File: src/rtl/bounded_deque_with_search_top_defines.svh
// Assertion helpers for the deque top-level RTL.
`ifndef BOUNDED_DEQUE_WITH_SEARCH_TOP_DEFINES_SVH
`define BOUNDED_DEQUE_WITH_SEARCH_TOP_DEFINES_SVH

// Same-cycle implication, disabled during reset.
`define BDQ_ASSERT_IMP(label, clk, rst, a, c, msg) \
  label: assert property (@(posedge clk) disable iff (rst) (a) |-> (c)) else $error(msg);

// Next-cycle implication, disabled during reset.
`define BDQ_ASSERT_NXT(label, clk, rst, a, c, msg) \
  label: assert property (@(posedge clk) disable iff (rst) (a) |=> (c)) else $error(msg);

`endif

File: src/rtl/bdq_pkg.sv
`default_nettype none
package bdq_pkg;

  localparam int DEPTH = 16;
  localparam int IDX_W = $clog2(DEPTH);
  localparam int CNT_W = $clog2(DEPTH + 1);

  localparam logic [2:0] ACT_PUSH_FRONT = 3'd0;
  localparam logic [2:0] ACT_PUSH_BACK  = 3'd1;
  localparam logic [2:0] ACT_POP_FRONT  = 3'd2;
  localparam logic [2:0] ACT_POP_BACK   = 3'd3;
  localparam logic [2:0] ACT_SEARCH     = 3'd4;

  localparam logic [1:0] ST_OK       = 2'd0;
  localparam logic [1:0] ST_EMPTY    = 2'd1;
  localparam logic [1:0] ST_FULL     = 2'd2;
  localparam logic [1:0] ST_NOTFOUND = 2'd3;

  typedef struct packed {
    logic [2:0]         action;
    logic signed [31:0] value;
    logic signed [31:0] key;
  } in_t;

  typedef struct packed {
    logic [1:0] status;
    logic [3:0] position;
  } out_t;

  // broadcast to every cell
  typedef struct packed {
    logic             shr;
    logic             shl;
    logic             wr;
    logic [31:0]      value;
    logic [CNT_W-1:0] occ;
  } cell_ctl_t;

  // search token walking down the chain
  typedef struct packed {
    logic        act;
    logic        hit;
    logic [3:0]  pos;
    logic [31:0] key;
  } token_t;

endpackage
`default_nettype wire

File: src/rtl/bdq_cell.sv
`default_nettype none
module bdq_cell (
  input  logic                          clk,
  input  logic                          rst,
  input  bdq_pkg::cell_ctl_t            ctl,
  input  logic [bdq_pkg::IDX_W-1:0]     idx,
  input  logic [31:0]                   left,
  input  logic [31:0]                   right,
  input  bdq_pkg::token_t               tok_in,
  output logic [31:0]                   data,
  output bdq_pkg::token_t               tok_out
);
  import bdq_pkg::*;

  logic match;
  logic here;

  assign here  = (CNT_W'(idx) == ctl.occ);
  assign match = tok_in.act && (CNT_W'(idx) < ctl.occ) && (data == tok_in.key);

  always_ff @(posedge clk) begin
    if (ctl.shr) begin
      data <= left;
    end else if (ctl.shl) begin
      data <= right;
    end else if (ctl.wr && here) begin
      data <= ctl.value;
    end
  end

  always_ff @(posedge clk) begin
    if (rst) begin
      tok_out.act <= 1'b0;
    end else begin
      tok_out.act <= tok_in.act;
    end
    tok_out.hit <= tok_in.hit | match;
    tok_out.pos <= (!tok_in.hit && match) ? 4'(idx) : tok_in.pos;
    tok_out.key <= tok_in.key;
  end

endmodule
`default_nettype wire

File: src/rtl/bounded_deque_with_search_top.sv
// Deque of signed words in a row of DEPTH cells; position 0 sits in cell 0.
// Push and remove: result is registered and appears in the cycle after the input beat.
// Search: a token walks one cell per cycle; the result is registered as it leaves the last cell.
// Push/remove take one beat per cycle unless the output is stalled; a search stalls input until it is done.
// Synchronous active-high reset empties the deque; cell contents are not cleared.
`default_nettype none
`include "bounded_deque_with_search_top_defines.svh"
module bounded_deque_with_search_top (
  input  logic          clk,
  input  logic          rst,
  input  logic          in_valid,
  output logic          in_stall,
  input  bdq_pkg::in_t  in_data,
  output logic          out_valid,
  input  logic          out_stall,
  output bdq_pkg::out_t out_data
);
  import bdq_pkg::*;

  localparam logic S_IDLE = 1'b0;
  localparam logic S_BUSY = 1'b1;

  logic             state;
  logic             state_next;
  logic [CNT_W-1:0] occ;
  logic [CNT_W-1:0] occ_next;
  logic             accept;
  logic             full;
  logic             empty;
  logic             start;
  logic             imm_done;
  logic [1:0]       imm_status;
  cell_ctl_t        ctl;
  token_t           tok_head;
  logic [31:0]      cdata [DEPTH];
  token_t           ctok  [DEPTH];

  assign in_stall = (state != S_IDLE) || (out_valid && out_stall);
  assign accept   = in_valid && !in_stall;
  assign full     = (occ == CNT_W'(DEPTH));
  assign empty    = (occ == '0);

  always_comb begin
    ctl.shr    = 1'b0;
    ctl.shl    = 1'b0;
    ctl.wr     = 1'b0;
    ctl.value  = in_data.value;
    ctl.occ    = occ;
    occ_next   = occ;
    start      = 1'b0;
    imm_done   = 1'b0;
    imm_status = ST_OK;
    state_next = state;
    if (accept) begin
      imm_done = 1'b1;
      case (in_data.action)
        ACT_PUSH_FRONT: begin
          if (full) begin
            imm_status = ST_FULL;
          end else begin
            ctl.shr  = 1'b1;
            occ_next = occ + 1'b1;
          end
        end
        ACT_PUSH_BACK: begin
          if (full) begin
            imm_status = ST_FULL;
          end else begin
            ctl.wr   = 1'b1;
            occ_next = occ + 1'b1;
          end
        end
        ACT_POP_FRONT: begin
          if (empty) begin
            imm_status = ST_EMPTY;
          end else begin
            ctl.shl  = 1'b1;
            occ_next = occ - 1'b1;
          end
        end
        ACT_POP_BACK: begin
          if (empty) begin
            imm_status = ST_EMPTY;
          end else begin
            occ_next = occ - 1'b1;
          end
        end
        ACT_SEARCH: begin
          imm_done   = 1'b0;
          start      = 1'b1;
          state_next = S_BUSY;
        end
        default: begin
          imm_status = ST_OK;
        end
      endcase
    end
    if (state == S_BUSY && ctok[DEPTH-1].act) begin
      state_next = S_IDLE;
    end
  end

  assign tok_head.act = start;
  assign tok_head.hit = 1'b0;
  assign tok_head.pos = 4'd0;
  assign tok_head.key = in_data.key;

  for (genvar g = 0; g < DEPTH; g++) begin : g_cell
    bdq_cell u_cell (
      .clk     (clk),
      .rst     (rst),
      .ctl     (ctl),
      .idx     (IDX_W'(g)),
      .left    ((g == 0) ? in_data.value : cdata[(g == 0) ? 0 : g - 1]),
      .right   (cdata[(g == DEPTH - 1) ? g : g + 1]),
      .tok_in  ((g == 0) ? tok_head : ctok[(g == 0) ? 0 : g - 1]),
      .data    (cdata[g]),
      .tok_out (ctok[g])
    );
  end

  always_ff @(posedge clk) begin
    if (rst) begin
      state <= S_IDLE;
      occ   <= '0;
    end else begin
      state <= state_next;
      occ   <= occ_next;
    end
  end

  always_ff @(posedge clk) begin
    if (rst) begin
      out_valid <= 1'b0;
    end else if (imm_done || (state == S_BUSY && ctok[DEPTH-1].act)) begin
      out_valid <= 1'b1;
    end else if (!out_stall) begin
      out_valid <= 1'b0;
    end
  end

  always_ff @(posedge clk) begin
    if (imm_done) begin
      out_data.status   <= imm_status;
      out_data.position <= 4'd0;
    end else if (state == S_BUSY && ctok[DEPTH-1].act) begin
      out_data.status   <= ctok[DEPTH-1].hit ? ST_OK : ST_NOTFOUND;
      out_data.position <= ctok[DEPTH-1].hit ? ctok[DEPTH-1].pos : 4'd0;
    end
  end

  `BDQ_ASSERT_IMP(a_occ_bound, clk, rst, 1'b1, occ <= CNT_W'(DEPTH), "occupancy over depth")
  `BDQ_ASSERT_IMP(a_busy_stall, clk, rst, state == S_BUSY, in_stall, "beat taken during search")
  `BDQ_ASSERT_IMP(a_tok_busy, clk, rst, ctok[DEPTH-1].act, state == S_BUSY, "stray search token")
  `BDQ_ASSERT_NXT(a_srch_start, clk, rst, accept && in_data.action == ACT_SEARCH,
                  state == S_BUSY && occ == $past(occ), "search did not start")

endmodule
`default_nettype wire
File: config.mk
export PLATFORM = sky130hd
export DESIGN_NAME = bounded_deque_with_search_top
export DESIGN_NICKNAME = d
export VERILOG_FILES = /design/src/rtl/bdq_pkg.sv /design/src/rtl/bdq_cell.sv /design/src/rtl/bounded_deque_with_search_top.sv
export VERILOG_INCLUDE_DIRS = /design/src /design/src/rtl
export SDC_FILE = /design/constraint.sdc
export NUM_CORES = 2
export LEC_CHECK = 0
export BUFFER_PORTS_ARGS = -buffer_cell sky130_fd_sc_hd__clkbuf_2
export CELL_PAD_IN_SITES_DETAIL_PLACEMENT = 2
export CELL_PAD_IN_SITES_GLOBAL_PLACEMENT = 2
export CORE_MARGIN = 2
export CORE_UTILIZATION = 28
export CTS_CLUSTER_DIAMETER = 200
export DETAILED_ROUTE_END_ITERATION = 16
export PLACE_DENSITY_LB_ADDON = 0.1
export SLEW_MARGIN = 15
export SYNTH_ARGS = -nofsm -noshare
export SYNTH_HDL_FRONTEND = slang
export SYNTH_SLANG_ARGS = --single-unit
File: constraint.sdc
create_clock -name clk -period 4.8 [get_ports clk]
set_input_delay 0.24 -clock clk [delete_from_list [all_inputs] [get_ports clk]]
set_output_delay 0.24 -clock clk [all_outputs]
set_load 0.03 [all_outputs]
==> results.sh <==
export IMPL_synth_nets=3017
export IMPL_drt_wl_total_um=192000
export IMPL_gp_congestion=0.837
export IMPL_grt_usage_pct=25.2
export IMPL_synth_edff_count=514
export IMPL_reg2reg_from="occ[1]"
export IMPL_use_met1_pct=33.7
export IMPL_setup_tns_ps=0
export IMPL_powerDensity_mw_per_mm2=457
export IMPL_yosysTopAreaCellShare_pct=37.7
export IMPL_die_width_um=387
export IMPL_finalHoldViolCount=0
export IMPL_end_kind="flip-flop"
export IMPL_arrival_ps=4240
export IMPL_cts_buffers=130
export IMPL_row_count=140
export IMPL_status="finished, final reports clean"
export IMPL_crit_path_start_kind="flip-flop"
export IMPL_synth_common_cells="572 x dfxtp_1, 514 x edfxtp_1, 438 x a221o_1"
export IMPL_synth_most_common_cell="dfxtp_1"
export IMPL_areaGrowthSynthToFinish_pct=16.9
export IMPL_port_buffers=78
export IMPL_antenna_found_initial=15
export IMPL_period_share_pct=75.7
export IMPL_grt_pass1_vias=28500
export IMPL_io_pins=79
export IMPL_start_util_pct=28.2
export IMPL_yosys_warnings=0
export IMPL_fmaxAchievable_ghz=0.275
export IMPL_synth_area_leaders="edfxtp_1 38%, dfxtp_1 28%, a221o_1 11%"
export IMPL_ctsLongestPathBuffers=3
export IMPL_cp_slowest_cell="or3_2"
export IMPL_grt_util_met3_pct=3.27
export IMPL_leakagePower_nw=17.2
export IMPL_drv_cap=0
export IMPL_dpl_hpwl_um=138000
export IMPL_grt_overflow_total=0
export IMPL_drive_gt1_share_pct=11.8
export IMPL_grt_max_degree=173
export IMPL_cts_setup_buffers=0
export IMPL_rsz0062_at_grt="no"
export IMPL_avgSynthCellArea_sq_um=13.9
export IMPL_ys_seq_area_share_pct=65.6
export IMPL_synth_area_sq_mm=0.0410
export IMPL_path_buf_inv=5
export IMPL_critPathMaxFanout=30
export IMPL_cts_htree_levels=4
export IMPL_use_met2_pct=42.0
export IMPL_clock_sinks=1086
export IMPL_cp_top_family="simple AND/OR/NAND/NOR gates"
export IMPL_cp_required_ps=5410
export IMPL_grt_busiest_layer="met2"
export IMPL_first_pass_iters=6
export IMPL_cts_clk_slew_worst_paths_ps=70
export IMPL_ys_seq_elements=1086
export IMPL_slew_violations=0
export IMPL_drc=0
export IMPL_dieArea_sq_mm=0.149
export IMPL_ys_flop_type="dfxtp_1"
export IMPL_worstMarginPinSlew_ps=1110
export IMPL_via_per_inst=5.38
export IMPL_setup_viol=0
export IMPL_wl_per_cell_um=37.6
export IMPL_finalNetCount=3141
export IMPL_dp_slack_ps=1200
export IMPL_grt_pass1_wl_um=257000
export IMPL_crit_type="reg2reg"
export IMPL_synth_top_cell_by_area="edfxtp_1"
export IMPL_ant_nets=0
export IMPL_worstHoldStart="in_data[45]"
export IMPL_max_stage_delay_ps=610
export IMPL_clk_latency_ps=760
export IMPL_crit_chain="buf_4 > inv_1 > ha_1 > inv_1 > nor4b_1 > or3_2 > buf_4 > and3_1 > buf_4 > a221o_1"
export IMPL_setup_ws_ps=1160
export IMPL_fin_skew_ps=23.8
export IMPL_cts_resized=0
export IMPL_cp_startpoint="occ[1]"
export IMPL_hp_class="in2reg"
export IMPL_period_minus_slack_ps=3640
export IMPL_hold_buffers=60
export IMPL_clockRootBuffer="clkbuf_16"
export IMPL_finalPower_w=0.0219
export IMPL_die_y_um=387
export IMPL_syn_inst=2941
export IMPL_synth_async_sr_flop_share_pct=0
export IMPL_via_count=27400
export IMPL_dp_cells=4790
export IMPL_cts_tree="built"
export IMPL_cpMostUsedCell="buf_4"
export IMPL_drtIter0Drc=2855
export IMPL_relSlewSlack_pct=25.5
export IMPL_instances_no_fill=5092
export IMPL_core_sq_mm=0.146
export IMPL_vdd_drop_max_v=0.000332
export IMPL_synth_distinct_cells=64
[state kept, by name, indices dropped and copies added, names as in the netlist]
| register | count |
|---|---|
| g_cell.u_cell.data | 512 |
| g_cell.u_cell.tok_out | 561 |
| occ | 5 |
| out_data | 6 |
| out_valid | 1 |
| state | 1 |
[final cells by class]
cell class | count | area, sq um
clock buffers | 209 | 3950
diodes | 6 | 15.0
inverters | 57 | 214
flip-flops and latches | 1086 | 26900
clock inverters | 27 | 255
repair buffers | 190 | 1460
well taps | 1917 | 2400
fillers | 14900 | 97600
multi-input cells | 1600 | 12800
[kinds of logic (layout without fill, tap and decap cells)]
logic type                 after synthesis  after routing  synth area share (%)
adders and majority gates                5              5                 0.153
xor gates and xnor gates               446            446                  9.53
other                                    0              6                     0
muxes                                    3              3                0.0733
DFF                                   1086           1086                  65.6
and+or+nand+nor                        578            578                  7.66
buffers and inverters                  255            483                  3.75
AOI/OAI and AO/OA                      568            568                  13.2
[worst register-to-register path: stages (launching register included)]
cell	delay (ps)
dfxtp_1	310
buf_4	170
inv_1	160
ha_1	220
inv_1	160
nor4b_1	560
or3_2	610
buf_4	460
and3_1	270
buf_4	370
a221o_1	210
[power breakdown]
group	internal, W	switching, W	total (W)
clock network	0.00584	0.00406	0.00990
logic	0.000527	0.000903	0.00143
registers	0.0101	0.000452	0.0106
total	0.0165	0.00541	0.0219
[metrics by stage]
stage	hold WS (ps)	utilization, %	cell area (sq um)
after floorplan	268	-	41000
after global placement	352	29.6	43100
after detailed placement	349	29.6	43100
after CTS	0.00805	32.9	47900
after global routing	42.9	32.9	47900
final	54.7	32.9	47900
[per-layer routing]
layer | share of wire, % | routed length [um] | up-vias
met5 | 0 | 0 | -
met4 | 3.1 | 6000 | 0
met3 | 5.0 | 9520 | 219
met2 | 48 | 92100 | 970
met1 | 44 | 83900 | 14700
li1 | - | - | 11500
[worst paths after layout]
path	slack [ps]	to	cells past startpoint
max	1160	g_cell[10].u_cell.data[12]	10
min reg2reg	350	g_cell[11].u_cell.tok_out[13]	0
max reg2reg	1160	g_cell[10].u_cell.data[12]	10
min	50	g_cell[0].u_cell.data[13]	3
[placed cells by master, fill, tap and decap left out, types with 7 or more instances in the layout]
| master | n |
|---|---|
| clkbuf_16 | 140 |
| or4_1 | 8 |
| nand4_1 | 64 |
| nor2_1 | 25 |
| and3_4 | 14 |
| o21ai_4 | 8 |
| edfxtp_1 | 514 |
| o21a_1 | 7 |
| o21ai_0 | 11 |
| clkinv_2 | 15 |
| o21bai_1 | 9 |
| o22ai_1 | 7 |
| clkbuf_2 | 78 |
| inv_1 | 57 |
| nor4_1 | 61 |
| nor3_1 | 19 |
| nand3_1 | 19 |
| dfxtp_1 | 572 |
| nand2b_1 | 45 |
| or2_2 | 11 |
| clkbuf_8 | 19 |
| buf_4 | 46 |
| clkbuf_1 | 50 |
| nor2b_1 | 57 |
| xnor2_1 | 243 |
| a21oi_1 | 7 |
| a221o_1 | 438 |
| a221o_2 | 12 |
| a22o_1 | 8 |
| a2111oi_0 | 7 |
| and3_1 | 16 |
| nand2_1 | 203 |
| o221ai_1 | 8 |
| dlygate4sd3_1 | 60 |
| xor2_1 | 203 |
| o2111ai_1 | 8 |
Note: power is estimated with default switching activity, not from simulation.
